### config.mk
export PLATFORM = sky130hd
export DESIGN_NAME = vgm_sqrt
export DESIGN_NICKNAME = d
export VERILOG_FILES = /design/src/sv/volume_gradient_magnitude_macros.svh /design/src/sv/vgm_pkg.sv /design/src/sv/vgm_sqrt.sv
export SDC_FILE = /design/constraint.sdc
export NUM_CORES = 1
export LEC_CHECK = 0
export ABC_CLOCK_PERIOD_IN_PS = 11300
export BUFFER_PORTS_ARGS = -buffer_cell sky130_fd_sc_hd__buf_2
export CAP_MARGIN = 20
export CORE_MARGIN = 8
export CORE_UTILIZATION = 65
export CTS_BUF_LIST = sky130_fd_sc_hd__clkbuf_8
export CTS_CLUSTER_SIZE = 16
export DETAILED_ROUTE_END_ITERATION = 8
export PLACE_DENSITY = 0.9
export SETUP_SLACK_MARGIN = 0.4
export SKIP_CTS_REPAIR_TIMING = 1
export SYNTH_ARGS = -nofsm -noshare
export SYNTH_HDL_FRONTEND = slang
export SYNTH_SLANG_ARGS = --single-unit
### constraint.sdc
create_clock -name clk -period 11.3 [get_ports clk]
set_input_delay 1.13 -clock clk [delete_from_list [all_inputs] [get_ports clk]]
set_output_delay 1.13 -clock clk [all_outputs]
set_load 0.02 [all_outputs]
### src/sv/volume_gradient_magnitude_macros.svh
// Assertion macros for the gradient block.
`ifndef VOLUME_GRADIENT_MAGNITUDE_MACROS_SVH
`define VOLUME_GRADIENT_MAGNITUDE_MACROS_SVH
// Implication checked on every edge outside reset.
`define VGM_ASSERT_IMP(label, a, c) \
  label: assert property (@(posedge clk) disable iff (rst) (a) |-> (c)) \
    else $error("violation");
// Next-cycle implication.
`define VGM_ASSERT_NXT(label, a, c) \
  label: assert property (@(posedge clk) disable iff (rst) (a) |=> (c)) \
    else $error("violation");
`endif

### src/sv/vgm_pkg.sv
`timescale 1ns / 1ps
package vgm_pkg;
  localparam int SAMPLE_W = 16;
  localparam int MAG_W = 18;
  localparam int REG_W = 9;
  localparam logic [1:0] REG_WIDTH = 2'd0;
  localparam logic [1:0] REG_HEIGHT = 2'd1;
  localparam logic [1:0] REG_PLANES = 2'd2;
  localparam logic OP_SAMPLE = 1'b0;
  localparam logic OP_DRAIN = 1'b1;
  typedef struct packed {
    logic op;
    logic [SAMPLE_W-1:0] sample;
  } in_item_t;
  typedef struct packed {
    logic [MAG_W-1:0] magnitude;
    logic final_res;
  } out_item_t;
endpackage

### src/sv/vgm_sqrt.sv
`timescale 1ns / 1ps
// Pipelined integer square root, at most two result bits per stage.
module vgm_sqrt
  import vgm_pkg::*;
#(
  parameter int IN_W = 38,
  parameter int TAG_W = 2
) (
  input  logic clk,
  input  logic rst,
  input  logic en,
  input  logic in_valid,
  input  logic [IN_W-1:0] radicand,
  input  logic [TAG_W-1:0] in_tag,
  output logic out_valid,
  output logic [MAG_W-1:0] root,
  output logic [TAG_W-1:0] out_tag
);
  localparam int RW = MAG_W + 1;
  localparam int NB = RW;
  localparam int NS = (NB + 1) / 2;
  localparam int VW = 2 * RW + 2;
  logic [VW-1:0] rem [NS+1];
  logic [RW-1:0] res [NS+1];
  logic [TAG_W-1:0] tag [NS+1];
  logic vld [NS+1];
  logic [RW:0] mx;
  always_comb begin
    rem[0] = VW'(radicand);
    res[0] = '0;
    tag[0] = in_tag;
    vld[0] = in_valid;
  end
  for (genvar s = 0; s < NS; s++) begin : g_st
    logic [VW-1:0] rem_q;
    logic [RW-1:0] res_q;
    logic [TAG_W-1:0] tag_q;
    logic vld_q;
    logic [VW-1:0] r2, t2;
    logic [RW-1:0] q2;
    always_comb begin
      r2 = rem[s];
      q2 = res[s];
      for (int k = 0; k < 2; k++) begin
        t2 = VW'({q2, 2'b01}) << (2 * (NB - 1 - (2 * s + k)));
        if (2 * s + k < NB && r2 >= t2) begin
          r2 = r2 - t2;
          q2 = {q2[RW-2:0], 1'b1};
        end else if (2 * s + k < NB) begin
          q2 = {q2[RW-2:0], 1'b0};
        end
      end
    end
    always_ff @(posedge clk) begin
      if (rst) begin
        vld_q <= 1'b0;
      end else if (en) begin
        vld_q <= vld[s];
      end
      if (en) begin
        rem_q <= r2;
        res_q <= q2;
        tag_q <= tag[s];
      end
    end
    assign rem[s+1] = rem_q;
    assign res[s+1] = res_q;
    assign tag[s+1] = tag_q;
    assign vld[s+1] = vld_q;
  end
  assign mx = {1'b0, res[NS]};
  assign root = (mx > (RW+1)'({MAG_W{1'b1}})) ? {MAG_W{1'b1}} : res[NS][MAG_W-1:0];
  assign out_valid = vld[NS];
  assign out_tag = tag[NS];
endmodule

# After elaboration in Yosys (flattened, before gate mapping)
# Cells that the tools add are included.
# W data, S select, Z words.
dict set report op_classes {
  eq_ne 0
  shifts 0
  n_bitwise 0
  n_div 0
  n_reduce_logical 0
  add_sub_neg 18
  n_mul 0
  n_lt_le_gt_ge 20
  muxes 38
}
# operator n
set op_table {}
lappend op_table {{$mux W40} 18}
lappend op_table {{$ge A40 B20 Y1} 1}
lappend op_table {{$ge A40 B21 Y1} 1}
lappend op_table {{$ge A40 B22 Y1} 1}
lappend op_table {{$ge A40 B23 Y1} 1}
lappend op_table {{$ge A40 B24 Y1} 1}
lappend op_table {{$ge A40 B25 Y1} 1}
lappend op_table {{$ge A40 B26 Y1} 1}
lappend op_table {{$ge A40 B27 Y1} 1}
lappend op_table {{$ge A40 B28 Y1} 1}
lappend op_table {{$ge A40 B29 Y1} 1}
lappend op_table {{$ge A40 B30 Y1} 1}
lappend op_table {{$ge A40 B31 Y1} 1}
lappend op_table {{$ge A40 B32 Y1} 1}
lappend op_table {{$ge A40 B33 Y1} 1}
lappend op_table {{$ge A40 B34 Y1} 1}
lappend op_table {{$ge A40 B35 Y1} 1}
lappend op_table {{$ge A40 B36 Y1} 1}
lappend op_table {{$ge A40 B37 Y1} 1}
lappend op_table {{$sub A40 B21 Y40} 1}
lappend op_table {{$sub A40 B22 Y40} 1}
lappend op_table {{$sub A40 B23 Y40} 1}
lappend op_table {{$sub A40 B24 Y40} 1}
lappend op_table {{$sub A40 B25 Y40} 1}
lappend op_table {{17 further kinds} 35}
dict set report totals {
  out_inout_bits 21
  inputBits 44
  wordCells 115
  n_memories 0
  register_bits 499
  mem_bits_ro 0
  latch_bits 0
  ramBits 0
}

# Depth between registers and ports, before layout
# Gate-level depths: netlist of the first run.
dict set report logic_depth {
  word_depth 4
  depth_mapped 28
  depth_no_buf 23
}

# Worst setup path before layout of the first run
# OpenSTA, ideal clock, no wires.
dict set report synth_timing {
  path_kind {reg2reg}
  startpoint {reg g_st[5].rem_q[22]}
  endpoint {reg g_st[6].rem_q[29], data pin}
  period_less_slack_ps 5352
  required_time_ps 11033
  arrival_ps 5085
  path_stages_with_launch 24
  setup_slack_ps 5948
  setup_ps 267
  path_buffers 4
  path_cell_list {edfxtp_1 > ha_1 > and3_1 > and4_1 > a311oi_1 > nor2b_1 > nand3_1 > inv_1 > buf_2 > buf_1 > nor2_1 > nor2_1 > ha_1 > buf_1 > nand4_1 > or3_1 > or4_1 > o221ai_1 > a2111oi_0 > nand3_1 > or2_1 > buf_2 > nor4b_1 > xnor2_1}
}
dict set report synth_between {
  elab_chain_len 4
  word_cells_on_any_way 7
  cone_classes {2 x add/sub; 2 x order compare; 3 x mux}
}
# element line_no
set synth_rtl {}
lappend synth_rtl {{start, declared} vgm_sqrt.sv:35} ;# logic [VW-1:0] rem_q;
lappend synth_rtl {{start signal, assigned} vgm_sqrt.sv:61} ;# rem_q <= r2;
lappend synth_rtl {{$sub A40 B26 Y40 or $ge A40 B26 Y1 (tied branches)} {vgm_sqrt.sv:47, vgm_sqrt.sv:46}}
lappend synth_rtl {{$mux W40 or $mux W1 (tied branches)} vgm_sqrt.sv:46} ;# if (2 * s + k < NB && r2 >= t2) begin
lappend synth_rtl {{$sub A40 B25 Y40 or $ge A40 B25 Y1 (tied branches)} {vgm_sqrt.sv:47, vgm_sqrt.sv:46}}
lappend synth_rtl {{$mux W40 *} vgm_sqrt.sv:46}
lappend synth_rtl {{via g_st[6].r2[29]} vgm_sqrt.sv:39} ;# logic [VW-1:0] r2, t2;
lappend synth_rtl {{end signal, assigned} vgm_sqrt.sv:61}
lappend synth_rtl {{end, declared} vgm_sqrt.sv:35}
# Mark *: on every way through the listed nets, which the timed path passes. The rest lies on a longest branch.
# A chain may end at the register's enable or synchronous reset.

# Final worst setup path of the first run
dict set report layout_timing {
  startpoint {reg g_st[5].res_q[9]}
  endpoint {reg g_st[6].rem_q[17], data pin}
}
dict set report layout_between {
  elab_chain_len 4
  word_cells_on_any_way 7
  cone_classes {2 x add/sub; 2 x order compare; 3 x mux}
}
# element line_no
set layout_rtl {}
lappend layout_rtl {{start, declared} vgm_sqrt.sv:36} ;# logic [RW-1:0] res_q;
lappend layout_rtl {{start signal, assigned} vgm_sqrt.sv:62} ;# res_q <= q2;
lappend layout_rtl {{$ge A40 B26 Y1 or $sub A40 B26 Y40 (tied branches)} {vgm_sqrt.sv:46, vgm_sqrt.sv:47}}
lappend layout_rtl {{$mux W40 or $mux W1 (tied branches)} vgm_sqrt.sv:46}
lappend layout_rtl {{$sub A40 B25 Y40 or $ge A40 B25 Y1 (tied branches)} {vgm_sqrt.sv:47, vgm_sqrt.sv:46}}
lappend layout_rtl {{$mux W40 *} vgm_sqrt.sv:46}
lappend layout_rtl {{via g_st[6].r2[17]} vgm_sqrt.sv:39}
# Marks and branches as above.

==> summary.md, run 1 <==
| Metric | Value |
|---|---|
| Result of the run | `complete, no violations` |
| Maximum vdd drop | `0.172 mV` |
| TritonCTS clock tree | `yes` |
| Mapped Area | `0.0322 sq mm` |
| Flip-flop and latch count after synthesis | `499` |
| Post-layout util | `70.8%` |
| Start-to-end type of the worst setup path | `reg2reg` |
| Detailed Route WL | `83,500 microns` |
| Kind of start point of the critical path | `flip-flop` |
| DR WL/cell | `21.1 microns` |
| Max H-tree Level | `3` |
| Number of pins with negative max-slew slack in the final report | `0` |
| Cell Count, Final, Fillers Out | `3,961` |
| Number of hold violations in the final report | `0` |
| Share of synthesized registers carrying an async set or reset | `0%` |
| Total global routing track utilization | `28.8%` |
| Sequential area share after synthesis | `46.2%` |
| Width of the chip | `239 microns` |
| Wire length of the first global-routing pass | `132,000 microns` |
| Power density normalized to cell area | `204 mW/mm^2` |
| # diodes | `0` |
| Proportion of layout cells with a drive suffix above 1 | `8.83%` |
| Highest clock rate | `133 MHz` |
| Syn nets | `3,412` |
| Aggregate global routing overflow | `0` |
| Area overhead of the layout relative to synthesis | `7.52%` |
| Total Die Area | `0.0570 sq mm` |
| Floorplan row count | `81` |
| Count of unresolved DRC violations after routing | `0` |
| Drt initial violations | `2,389` |
| Number of placed I/O pins | `65` |
| Top post-synthesis cells by area | `sky130_fd_sc_hd__edfxtp_1 (46%), sky130_fd_sc_hd__ha_1 (8.4%), sky130_fd_sc_hd__xnor2_1 (4.8%)` |
| Type of the most critical hold path | `reg2reg` |
| Vias per Instance | `6.39` |
| Clock tree skew after final layout | `0.0435 ns` |
| Final Wtd Congestion | `0.984` |
| Pin count of the biggest net entering global routing | `182` |
| Number of flops mapped to enable cells by yosys | `489` |
| Routed vias | `25,300` |
| Max-cap viol count | `0` |
| Cell variety after synth | `96` |
| TritonCTS Sinks | `499` |
| Initial cell density of the core | `65.9%` |
| Area of the multi-input gates | `0.0163 sq mm` |
| Count of antenna-violating nets left after detailed routing | `0` |
| Post-route clock period utilization | `66.7%` |
| Worst-Margin Slew | `1.11 ns` |
| Tightest slew margin relative to the limit | `25.8%` |
| Fill cell count | `3,534` |
| RSZ-0062 raised after global routing | `no` |
| Sequential standard cell area | `0.0149 sq mm` |
| Number of instances in the synthesized netlist | `3,152` |
| Nets | `3,499` |
| Number of buffers created by CTS | `84` |
| Synthesized area per cell | `10.2 sq um` |
| Lkg Pwr | `13.5 nW` |
| Number of buffers between clock root and the deepest sink | `3` |
| Most common flop cell mapped by yosys | `sky130_fd_sc_hd__edfxtp_1` |
| First-pass iteration count of the detailed router | `6` |
| Setup violators final | `0` |
| Post-route cell area | `0.0347 sq mm` |
| Count of input and output buffers | `64` |
| Number of antenna violations at the first check in global routing | `0` |
| Area after DPL | `0.0332 sq mm` |
| Clk Tree Root Cell | `sky130_fd_sc_hd__clkbuf_8` |
| Total Power Consumption | `7.08 mW` |
| Clock slew at reported path FFs | `0.06 ns` |
| Dpl cells | `3,816` |
| Die Y-Extent | `239 microns` |
| Most used cells in the layout excluding fill and tap cells | `sky130_fd_sc_hd__edfxtp_1 (489), sky130_fd_sc_hd__nor2_1 (286), sky130_fd_sc_hd__nand2_1 (224), sky130_fd_sc_hd__ha_1 (216), sky130_fd_sc_hd__a21oi_1 (210)` |
| Critical Path RT | `11.69 ns` |
| Final Critical Period | `7.53 ns` |
| Post-synthesis cell type with the largest combined area | `sky130_fd_sc_hd__edfxtp_1` |
| Via count of the first global-routing pass | `25,100` |
| Clk Latency, worst-skew pair | `0.68 ns` |
| Detailed placer's ending HPWL | `64,400 microns` |
| Synth Warn # | `0` |
| Data arrival, critical path | `7.92 ns` |
| Biggest fanout along the worst timing path | `23` |
| Share of Yosys cell area claimed by the top area cell type | `45.5%` |
| Core area | `0.0490 sq mm` |
| Setup TNS | `0 ns` |
| Most common cell after layout, fill and taps aside | `sky130_fd_sc_hd__edfxtp_1` |
| Type of destination of the critical path | `flip-flop` |
[report_power, final]
group	internal, mW	switching [mW]
Sequential	2.47	0.294
Combinational	1.13	1.73
Clock	0.726	0.730
[cell usage after synthesis (61+ instances only)]
master,instances
sky130_fd_sc_hd__a21o_1,78
sky130_fd_sc_hd__a21oi_1,210
sky130_fd_sc_hd__edfxtp_1,489
sky130_fd_sc_hd__ha_1,216
sky130_fd_sc_hd__inv_1,186
sky130_fd_sc_hd__nand2_1,224
sky130_fd_sc_hd__nand3_1,80
sky130_fd_sc_hd__nand4_1,61
sky130_fd_sc_hd__nor2_1,286
sky130_fd_sc_hd__nor3_1,93
sky130_fd_sc_hd__nor4_1,68
sky130_fd_sc_hd__o21ai_0,123
sky130_fd_sc_hd__xnor2_1,177
sky130_fd_sc_hd__xor2_1,119
[kinds of logic (layout without fill, tap and decap cells)]
family / Yosys count / after routing / synth area share [%]
buffers and inverters: 268 / 413 / 3.29
muxes: 57 / 57 / 1.90
DFF: 499 / 499 / 46.2
xor gates and xnor gates: 296 / 296 / 8.04
AOI/OAI and AO/OA: 695 / 695 / 14.2
adders and majority gates: 216 / 216 / 8.38
and+or+nand+nor: 1121 / 1121 / 18.0
[critical path, cell delays in order, from the launching register on]
cell and delay [ns]:
sky130_fd_sc_hd__edfxtp_1 0.39, sky130_fd_sc_hd__inv_1 0.14, sky130_fd_sc_hd__ha_1 0.30, sky130_fd_sc_hd__and3_1 0.23, sky130_fd_sc_hd__and4_1 0.24, sky130_fd_sc_hd__a311oi_1 0.38, sky130_fd_sc_hd__nor2b_1 0.43, sky130_fd_sc_hd__nand3_1 0.75
sky130_fd_sc_hd__inv_1 0.95, sky130_fd_sc_hd__o31ai_1 0.26, sky130_fd_sc_hd__ha_1 0.42, sky130_fd_sc_hd__and2_1 0.22, sky130_fd_sc_hd__nand3_1 0.14, sky130_fd_sc_hd__or3_1 0.42, sky130_fd_sc_hd__or4_1 0.40, sky130_fd_sc_hd__o221ai_1 0.30
sky130_fd_sc_hd__a2111oi_0 0.12, sky130_fd_sc_hd__nand3_1 0.17, sky130_fd_sc_hd__or2_1 0.42, sky130_fd_sc_hd__buf_8 0.23, sky130_fd_sc_hd__mux2_2 0.35
[flip-flops by register name, indices dropped and copies added, names as in the netlist]
signal      cells
g_st.rem_q    360
g_st.res_q    109
g_st.tag_q     18
g_st.vld_q      9
out_tag         2
out_valid       1
[per-stage QoR]
stage | setup WS, ns | hold WS (ns)
6_report | 3.77 | 0.409
5_1_grt | 3.28 | 0.421
4_1_cts | 3.47 | 0.409
3_5_place_dp | 3.52 | 0.405
3_3_place_gp | 3.74 | 0.401
2_1_floorplan | 5.95 | 0.400
[layer usage]
layer  GRT usage, %  vias up  part of all wire (%)
met5              0        -                     0
met3           4.31      254                   6.1
li1               -    11900                     -
met2           50.9     1088                    50
met4           13.1        0                   4.7
met1           34.5    12000                    39
[path summary, 6_finish.rpt]
kind / depth (start not counted) / slack [ns] / from / end
max reg2reg: 20 / 3.77 / g_st[5].res_q[9] / g_st[6].rem_q[17]
min reg2reg: 0 / 0.41 / g_st[5].tag_q[1] / g_st[6].tag_q[1]
min: 0 / 0.41 / g_st[5].tag_q[1] / g_st[6].tag_q[1]
max: 20 / 3.77 / g_st[5].res_q[9] / g_st[6].rem_q[17]
[layout make-up]
cell class | count | area share, %
clock buffer | 85 | 3.37
clock inverter | 59 | 0.917
inverter | 192 | 2.08
multi-input combinational | 2385 | 47.0
sequential | 499 | 42.9
tap | 664 | 2.40
timing repair buffer | 77 | 1.27
Note: power is estimated with default switching activity, not from simulation.
==> inputs of run 2 (changes only) <==
- ABC_CLOCK_PERIOD_IN_PS: 11300 -> 6600
- CORE_UTILIZATION: 65 -> 60
- PLACE_DENSITY: 0.9 -> 0.88
- clock period: 11.3 -> 6.6 ns (I/O delays scaled with it)
==> run 2 against run 1 <==
- die area rose by 7.8%
- critical path depth fell by 3
- sequential share of layout area fell by 0.42 points
==> summary.md, run 2 (same netlist as run 1, synthesis figures left out) <==
| Metric | Value |
|---|---|
| Most used cells in the layout excluding fill and tap cells | `sky130_fd_sc_hd__edfxtp_1 (489), sky130_fd_sc_hd__nor2_1 (286), sky130_fd_sc_hd__nand2_1 (223), sky130_fd_sc_hd__ha_1 (216), sky130_fd_sc_hd__a21oi_1 (209)` |
| Nets | `3,513` |
| Final Wtd Congestion | `0.976` |
| Max FFs per register | `360` |
| Pin count of the biggest net entering global routing | `192` |
| Wire length of the first global-routing pass | `124,000 microns` |
| Tightest slew margin relative to the limit | `28.0%` |
| Via count of the first global-routing pass | `24,700` |
| Die Y-Extent | `248 microns` |
| Cell Count, Final, Fillers Out | `4,014` |
| Critical Path RT | `6.97 ns` |
| Fill cell count | `4,015` |
| Highest clock rate | `168 MHz` |
| Clock slew at reported path FFs | `0.06 ns` |
| Count of antenna-violating nets left after detailed routing | `0` |
| Lkg Pwr | `13.7 nW` |
| Reg2Reg Depth | `17` |
| Detailed Route WL | `78,100 microns` |
| Kind of start point of the critical path | `flip-flop` |
| Worst-Margin Slew | `1.05 ns` |
| DR WL/cell | `19.5 microns` |
| Floorplan row count | `85` |
| Number of placed I/O pins | `65` |
| Number of buffers between clock root and the deepest sink | `3` |
| Area overhead of the layout relative to synthesis | `8.59%` |
| Maximum vdd drop | `0.269 mV` |
| Clk Latency, worst-skew pair | `0.69 ns` |
| Type of destination of the critical path | `flip-flop` |
| Number of hold violations in the final report | `0` |
| RSZ-0062 raised after global routing | `no` |
| Total global routing track utilization | `25.0%` |
| Detailed placer's ending HPWL | `58,500 microns` |
| Count of unresolved DRC violations after routing | `0` |
| Biggest fanout along the worst timing path | `15` |
| Setup TNS | `0 ns` |
| Largest registers | `g_st.rem_q (360), g_st.res_q (109), g_st.tag_q (18)` |
| TritonCTS clock tree | `yes` |
| TritonCTS Sinks | `499` |
| Number of buffers created by CTS | `79` |
| Setup violators final | `0` |
| Start-to-end type of the worst setup path | `reg2reg` |
| Data arrival, critical path | `6.33 ns` |
| Initial cell density of the core | `60.3%` |
| Type of the most critical hold path | `in2reg` |
| Number of antenna violations at the first check in global routing | `0` |
| Routed vias | `25,000` |
| # diodes | `0` |
| Final Critical Period | `5.96 ns` |
| Count of input and output buffers | `64` |
| Result of the run | `complete, no violations` |
| Proportion of layout cells with a drive suffix above 1 | `9.73%` |
| Max-cap viol count | `0` |
| Vias per Instance | `6.24` |
| First-pass iteration count of the detailed router | `6` |
| Number of cells on the worst hold path | `1` |
| Clk Tree Root Cell | `sky130_fd_sc_hd__clkbuf_8` |
| Aggregate global routing overflow | `0` |
| Most common cell after layout, fill and taps aside | `sky130_fd_sc_hd__edfxtp_1` |
| Number of pins with negative max-slew slack in the final report | `0` |
| Dpl cells | `3,865` |
| Drt initial violations | `1,965` |
| Clock tree skew after final layout | `0.0595 ns` |
| Core area | `0.0535 sq mm` |
| Post-route clock period utilization | `90.3%` |
| Power density normalized to cell area | `346 mW/mm^2` |
| Total Die Area | `0.0614 sq mm` |
| Most flops, register | `g_st.rem_q` |
| Max H-tree Level | `3` |
| Total Power Consumption | `12.1 mW` |
| Width of the chip | `248 microns` |
[run 2: cell count changes in the layout (fill, tap and decap cells not counted), sizes merged]
cell	previous run	this run
inv	210	212
bufinv	1	5
clkbuf	85	82
buf	77	95
clkinv	37	35
clkinvlp	3	5
[run 2: area by class of cell]
| class | instances | area, sq um | share of cell area [%] |
|---|---|---|---|
| Sequential cell | 499 | 14900 | 42.5 |
| Clock buffer | 81 | 1110 | 3.18 |
| Tap cell | 696 | 871 | 2.49 |
| Multi-Input combinational cell | 2385 | 16400 | 46.7 |
| Timing Repair Buffer | 96 | 596 | 1.70 |
| Inverter | 192 | 728 | 2.08 |
| Clock inverter | 65 | 459 | 1.31 |
[run 2: per-layer routing]
| layer | track usage [%] | up-vias | wire length [microns] |
|---|---|---|---|
| met5 | 0 | - | 0 |
| met4 | 14.5 | 0 | 4450 |
| met3 | 3.70 | 274 | 4280 |
| met2 | 45.7 | 953 | 39500 |
| met1 | 27.4 | 11800 | 29900 |
| li1 | - | 12000 | - |
[run 2: final timing paths]
check	start	end	slack [ns]
max	g_st[7].rem_q[32]	g_st[8].rem_q[37]	0.64
min	radicand[22]	g_st[0].rem_q[22]	0.16
max reg2reg	g_st[7].rem_q[32]	g_st[8].rem_q[37]	0.64
min reg2reg	g_st[5].tag_q[1]	g_st[6].tag_q[1]	0.42
[run 2: report_power, final]
part	total, mW	internal (mW)	switching (mW)
Combinational	4.75	1.95	2.81
Sequential	4.71	4.22	0.483
Clock	2.66	1.37	1.30
Total	12.1	7.54	4.58
[run 2: critical path, cell delays in order, from the launching register on]
cell                       delay (ns)
sky130_fd_sc_hd__edfxtp_1        0.45
sky130_fd_sc_hd__or4_1           0.59
sky130_fd_sc_hd__or4_1           0.60
sky130_fd_sc_hd__nor3_2          0.15
sky130_fd_sc_hd__nor2b_1         0.33
sky130_fd_sc_hd__nand2_2         0.27
sky130_fd_sc_hd__a21oi_1         0.33
sky130_fd_sc_hd__ha_1            0.37
sky130_fd_sc_hd__nand3_1         0.22
sky130_fd_sc_hd__a211oi_1        0.08
sky130_fd_sc_hd__a211oi_1        0.35
sky130_fd_sc_hd__o311a_1         0.28
sky130_fd_sc_hd__o211ai_1        0.10
sky130_fd_sc_hd__a31oi_1         0.46
sky130_fd_sc_hd__o21ai_0         0.36
sky130_fd_sc_hd__a31oi_4         0.40
sky130_fd_sc_hd__nand4b_1        0.15
sky130_fd_sc_hd__xor2_1          0.19
[run 2: metrics by stage]
step	setup WS, ns	hold slack (ns)	utilization (%)	instance area (sq um)
floorplan	1.25	0.400	-	32200
global placement	0.658	0.401	62.4	33400
detailed placement	0.520	0.405	62.4	33400
CTS	0.484	0.109	65.3	34900
global route	0.391	0.128	65.5	35000
finish	0.642	0.162	65.5	35000
==> inputs of run 3 (changes only) <==
- ABC_CLOCK_PERIOD_IN_PS: 6600 -> 4800
- BUFFER_PORTS_ARGS: -buffer_cell sky130_fd_sc_hd__buf_2 -> -buffer_cell sky130_fd_sc_hd__buf_4
- PLACE_DENSITY: 0.88 -> 0.8
- clock period: 6.6 -> 4.8 ns (I/O delays scaled with it)
==> run 3 against run 2 <==
- the flow now finishes with violations (negative setup slack)
- largest power group unchanged
- non-clock buffer count up 661
- global-route usage up 3.7 points
- wire length up 34%
- clock skew down 0.023 ns
- die area unchanged
- power up 68%
==> summary.md, run 3 (same netlist as run 1, synthesis figures left out) <==
| Metric | Value |
|---|---|
| Result of the run | `complete, but fails checks` |
| Violations in the final reports | `negative setup slack` |
| Wire length of the first global-routing pass | `141,000 microns` |
| Detailed Route WL | `105,000 microns` |
| Proportion of layout cells with a drive suffix above 1 | `35.0%` |
| Total global routing track utilization | `28.7%` |
| Worst-Margin Slew | `0.834 ns` |
| Switching portion of total power | `39.3%` |
| Die Y-Extent | `248 microns` |
| Drt initial violations | `2,610` |
| Critical Path RT | `5.32 ns` |
| Slowest cell on the critical path | `sky130_fd_sc_hd__edfxtp_1` |
| Number of placed I/O pins | `65` |
| First-pass iteration count of the detailed router | `5` |
| Type of destination of the critical path | `flip-flop` |
| Kind of start point of the critical path | `flip-flop` |
| Worst Setup Slack, final | `-0.369 ns` |
| Aggregate global routing overflow | `0` |
| Portion of total power attributed to the clock network | `19.0%` |
| Number of hold violations in the final report | `0` |
| Area of the multi-input gates | `0.0195 sq mm` |
| Maximum vdd drop | `0.367 mV` |
| Highest clock rate | `193 MHz` |
| Largest stage delay on the critical path | `0.42 ns` |
| Lkg Pwr | `17.8 nW` |
| Nets | `4,182` |
| Tightest slew margin relative to the limit | `44.4%` |
| Setup violators final | `69` |
| Setup TNS | `-16.10 ns` |
| Count of input and output buffers | `64` |
| TritonCTS clock tree | `yes` |
| Final Wtd Congestion | `1.01` |
| Initial cell density of the core | `60.3%` |
| Routed vias | `29,300` |
| Final Critical Period | `5.17 ns` |
| Biggest fanout along the worst timing path | `6` |
| Type of the most critical hold path | `in2reg` |
| Vias per Instance | `6.24` |
| Switch Pwr | `7.99 mW` |
| Max H-tree Level | `3` |
| Number of antenna violations at the first check in global routing | `3` |
| Data arrival, critical path | `5.69 ns` |
| DR WL/cell | `22.3 microns` |
| Pint | `12.4 mW` |
| Number of pins with negative max-slew slack in the final report | `0` |
| Core area | `0.0535 sq mm` |
| Clock slew at reported path FFs | `0.06 ns` |
| Ordered list of cells on the worst path | `inv_2 > ha_4 > nand3_4 > nor3_2 > buf_4 > a311oi_4 > nor2b_4 > nand3_4 > buf_12 > nor2_2 > a21oi_2 > ha_1 > inv_1 > o21bai_1 > a21oi_2 > o21ai_2 > a221oi_2 > o221ai_4 > buf_4 > or3_4 > nor4_4 > o21ai_2 > a211oi_2 > xor2_1` |
| Pin count of the biggest net entering global routing | `116` |
| Max FFs per register | `360` |
| Most flops, register | `g_st.rem_q` |
| Area after DPL | `0.0376 sq mm` |
| Most used cells in the layout excluding fill and tap cells | `sky130_fd_sc_hd__buf_4 (646), sky130_fd_sc_hd__edfxtp_1 (489), sky130_fd_sc_hd__nor2_1 (228), sky130_fd_sc_hd__nand2_1 (189), sky130_fd_sc_hd__inv_1 (169)` |
| Post-layout util | `82.3%` |
| Clock tree skew after final layout | `0.0367 ns` |
| Count of antenna-violating nets left after detailed routing | `0` |
| Start-to-end type of the worst setup path | `reg2reg` |
| RSZ-0062 raised after global routing | `yes` |
| Detailed placer's ending HPWL | `69,900 microns` |
| TritonCTS Sinks | `499` |
| Max-cap viol count | `0` |
| Clk Tree Root Cell | `sky130_fd_sc_hd__clkbuf_8` |
| Most common cell after layout, fill and taps aside | `sky130_fd_sc_hd__buf_4` |
| Total Power Consumption | `20.4 mW` |
| Post-route cell area | `0.0440 sq mm` |
| Fill cell count | `2,941` |
| Width of the chip | `248 microns` |
| Via count of the first global-routing pass | `27,400` |
| Count of unresolved DRC violations after routing | `0` |
| Clk Latency, worst-skew pair | `0.74 ns` |
| Number of buffers created by CTS | `84` |
| Largest registers | `g_st.rem_q (360), g_st.res_q (109), g_st.tag_q (18)` |
| Area overhead of the layout relative to synthesis | `36.5%` |
| Floorplan row count | `85` |
| Post-route clock period utilization | `108%` |
| Combinational fraction of design power | `49.7%` |
| Proportion of power drawn by flip-flops and latches | `31.3%` |
| Sequential standard cell area | `0.0149 sq mm` |
| Setup WS pre-CTS | `-0.667 ns` |
| Number of buffers between clock root and the deepest sink | `3` |
| Power density normalized to cell area | `462 mW/mm^2` |
| Total Die Area | `0.0614 sq mm` |
## run 3: cell types whose count changed in the layout (fill, tap and decap cells not counted), moves of 35 or more
cell / change
sky130_fd_sc_hd__ha_1: -63
sky130_fd_sc_hd__buf_6: +38
sky130_fd_sc_hd__buf_4: +618
sky130_fd_sc_hd__buf_2: -62
sky130_fd_sc_hd__dlygate4sd3_1: +38
sky130_fd_sc_hd__ha_4: +59
sky130_fd_sc_hd__a21oi_2: +51
sky130_fd_sc_hd__nor2_1: -58
sky130_fd_sc_hd__a21oi_1: -64
sky130_fd_sc_hd__inv_1: -35
## run 3: cell type report
class | count | share of cell area, %
repair inverters | 2 | 0.0341
inverters | 192 | 1.74
repair buffers | 757 | 14.4
flip-flops and latches | 499 | 33.8
multi-input cells | 2386 | 44.2
clock buffers | 84 | 2.63
clock inverters | 70 | 1.20
diodes | 3 | 0.0171
well taps | 696 | 1.98
## run 3: path summary, 6_finish.rpt
path	startpoint	depth (start not counted)	slack, ns	end
max	g_st[5].res_q[2]	24	-0.37	g_st[6].rem_q[38]
min	radicand[35]	3	0.17	g_st[0].rem_q[35]
max reg2reg	g_st[5].res_q[2]	24	-0.37	g_st[6].rem_q[38]
min reg2reg	g_st[8].tag_q[0]	0	0.42	out_tag[0]
## run 3: per-layer routing
| metal | vias to the layer above | global-route usage [%] | part of all wire [%] |
|---|---|---|---|
| met5 | - | 0 | 0 |
| met4 | 0 | 12.2 | 6.2 |
| met3 | 456 | 4.08 | 5.9 |
| met2 | 1377 | 52.0 | 51 |
| met1 | 14100 | 33.9 | 37 |
| li1 | 13400 | - | - |
## run 3: critical path, delay by kind of cell, from the launching register on
family / cells / cell delay [ns]
DFF: 1 / 0.42
buffers and inverters: 5 / 0.74
adders and majority gates: 2 / 0.58
AOI/OAI and AO/OA: 9 / 1.71
xor gates and xnor gates: 1 / 0.23
and+or+nand+nor: 7 / 1.27
## run 3: stage by stage
stage | std cells | hold WS, ns
CTS | 4473 | -0.101
floorplan | 3152 | 0.400
detailed placement | 4319 | 0.407
global route | 4688 | 0.145
finish | 4689 | 0.170
global placement | 4319 | 0.401
## run 3: power by group through the flow
stage	clock [mW]	combinational (mW)	sequential (mW)
after floorplan	0	5.44	6.23
after detailed placement	0	8.34	6.41
final	3.86	10.1	6.37
after global placement	0	8.09	6.38
after global routing	4.11	10.8	6.42
after CTS	3.87	8.40	6.33
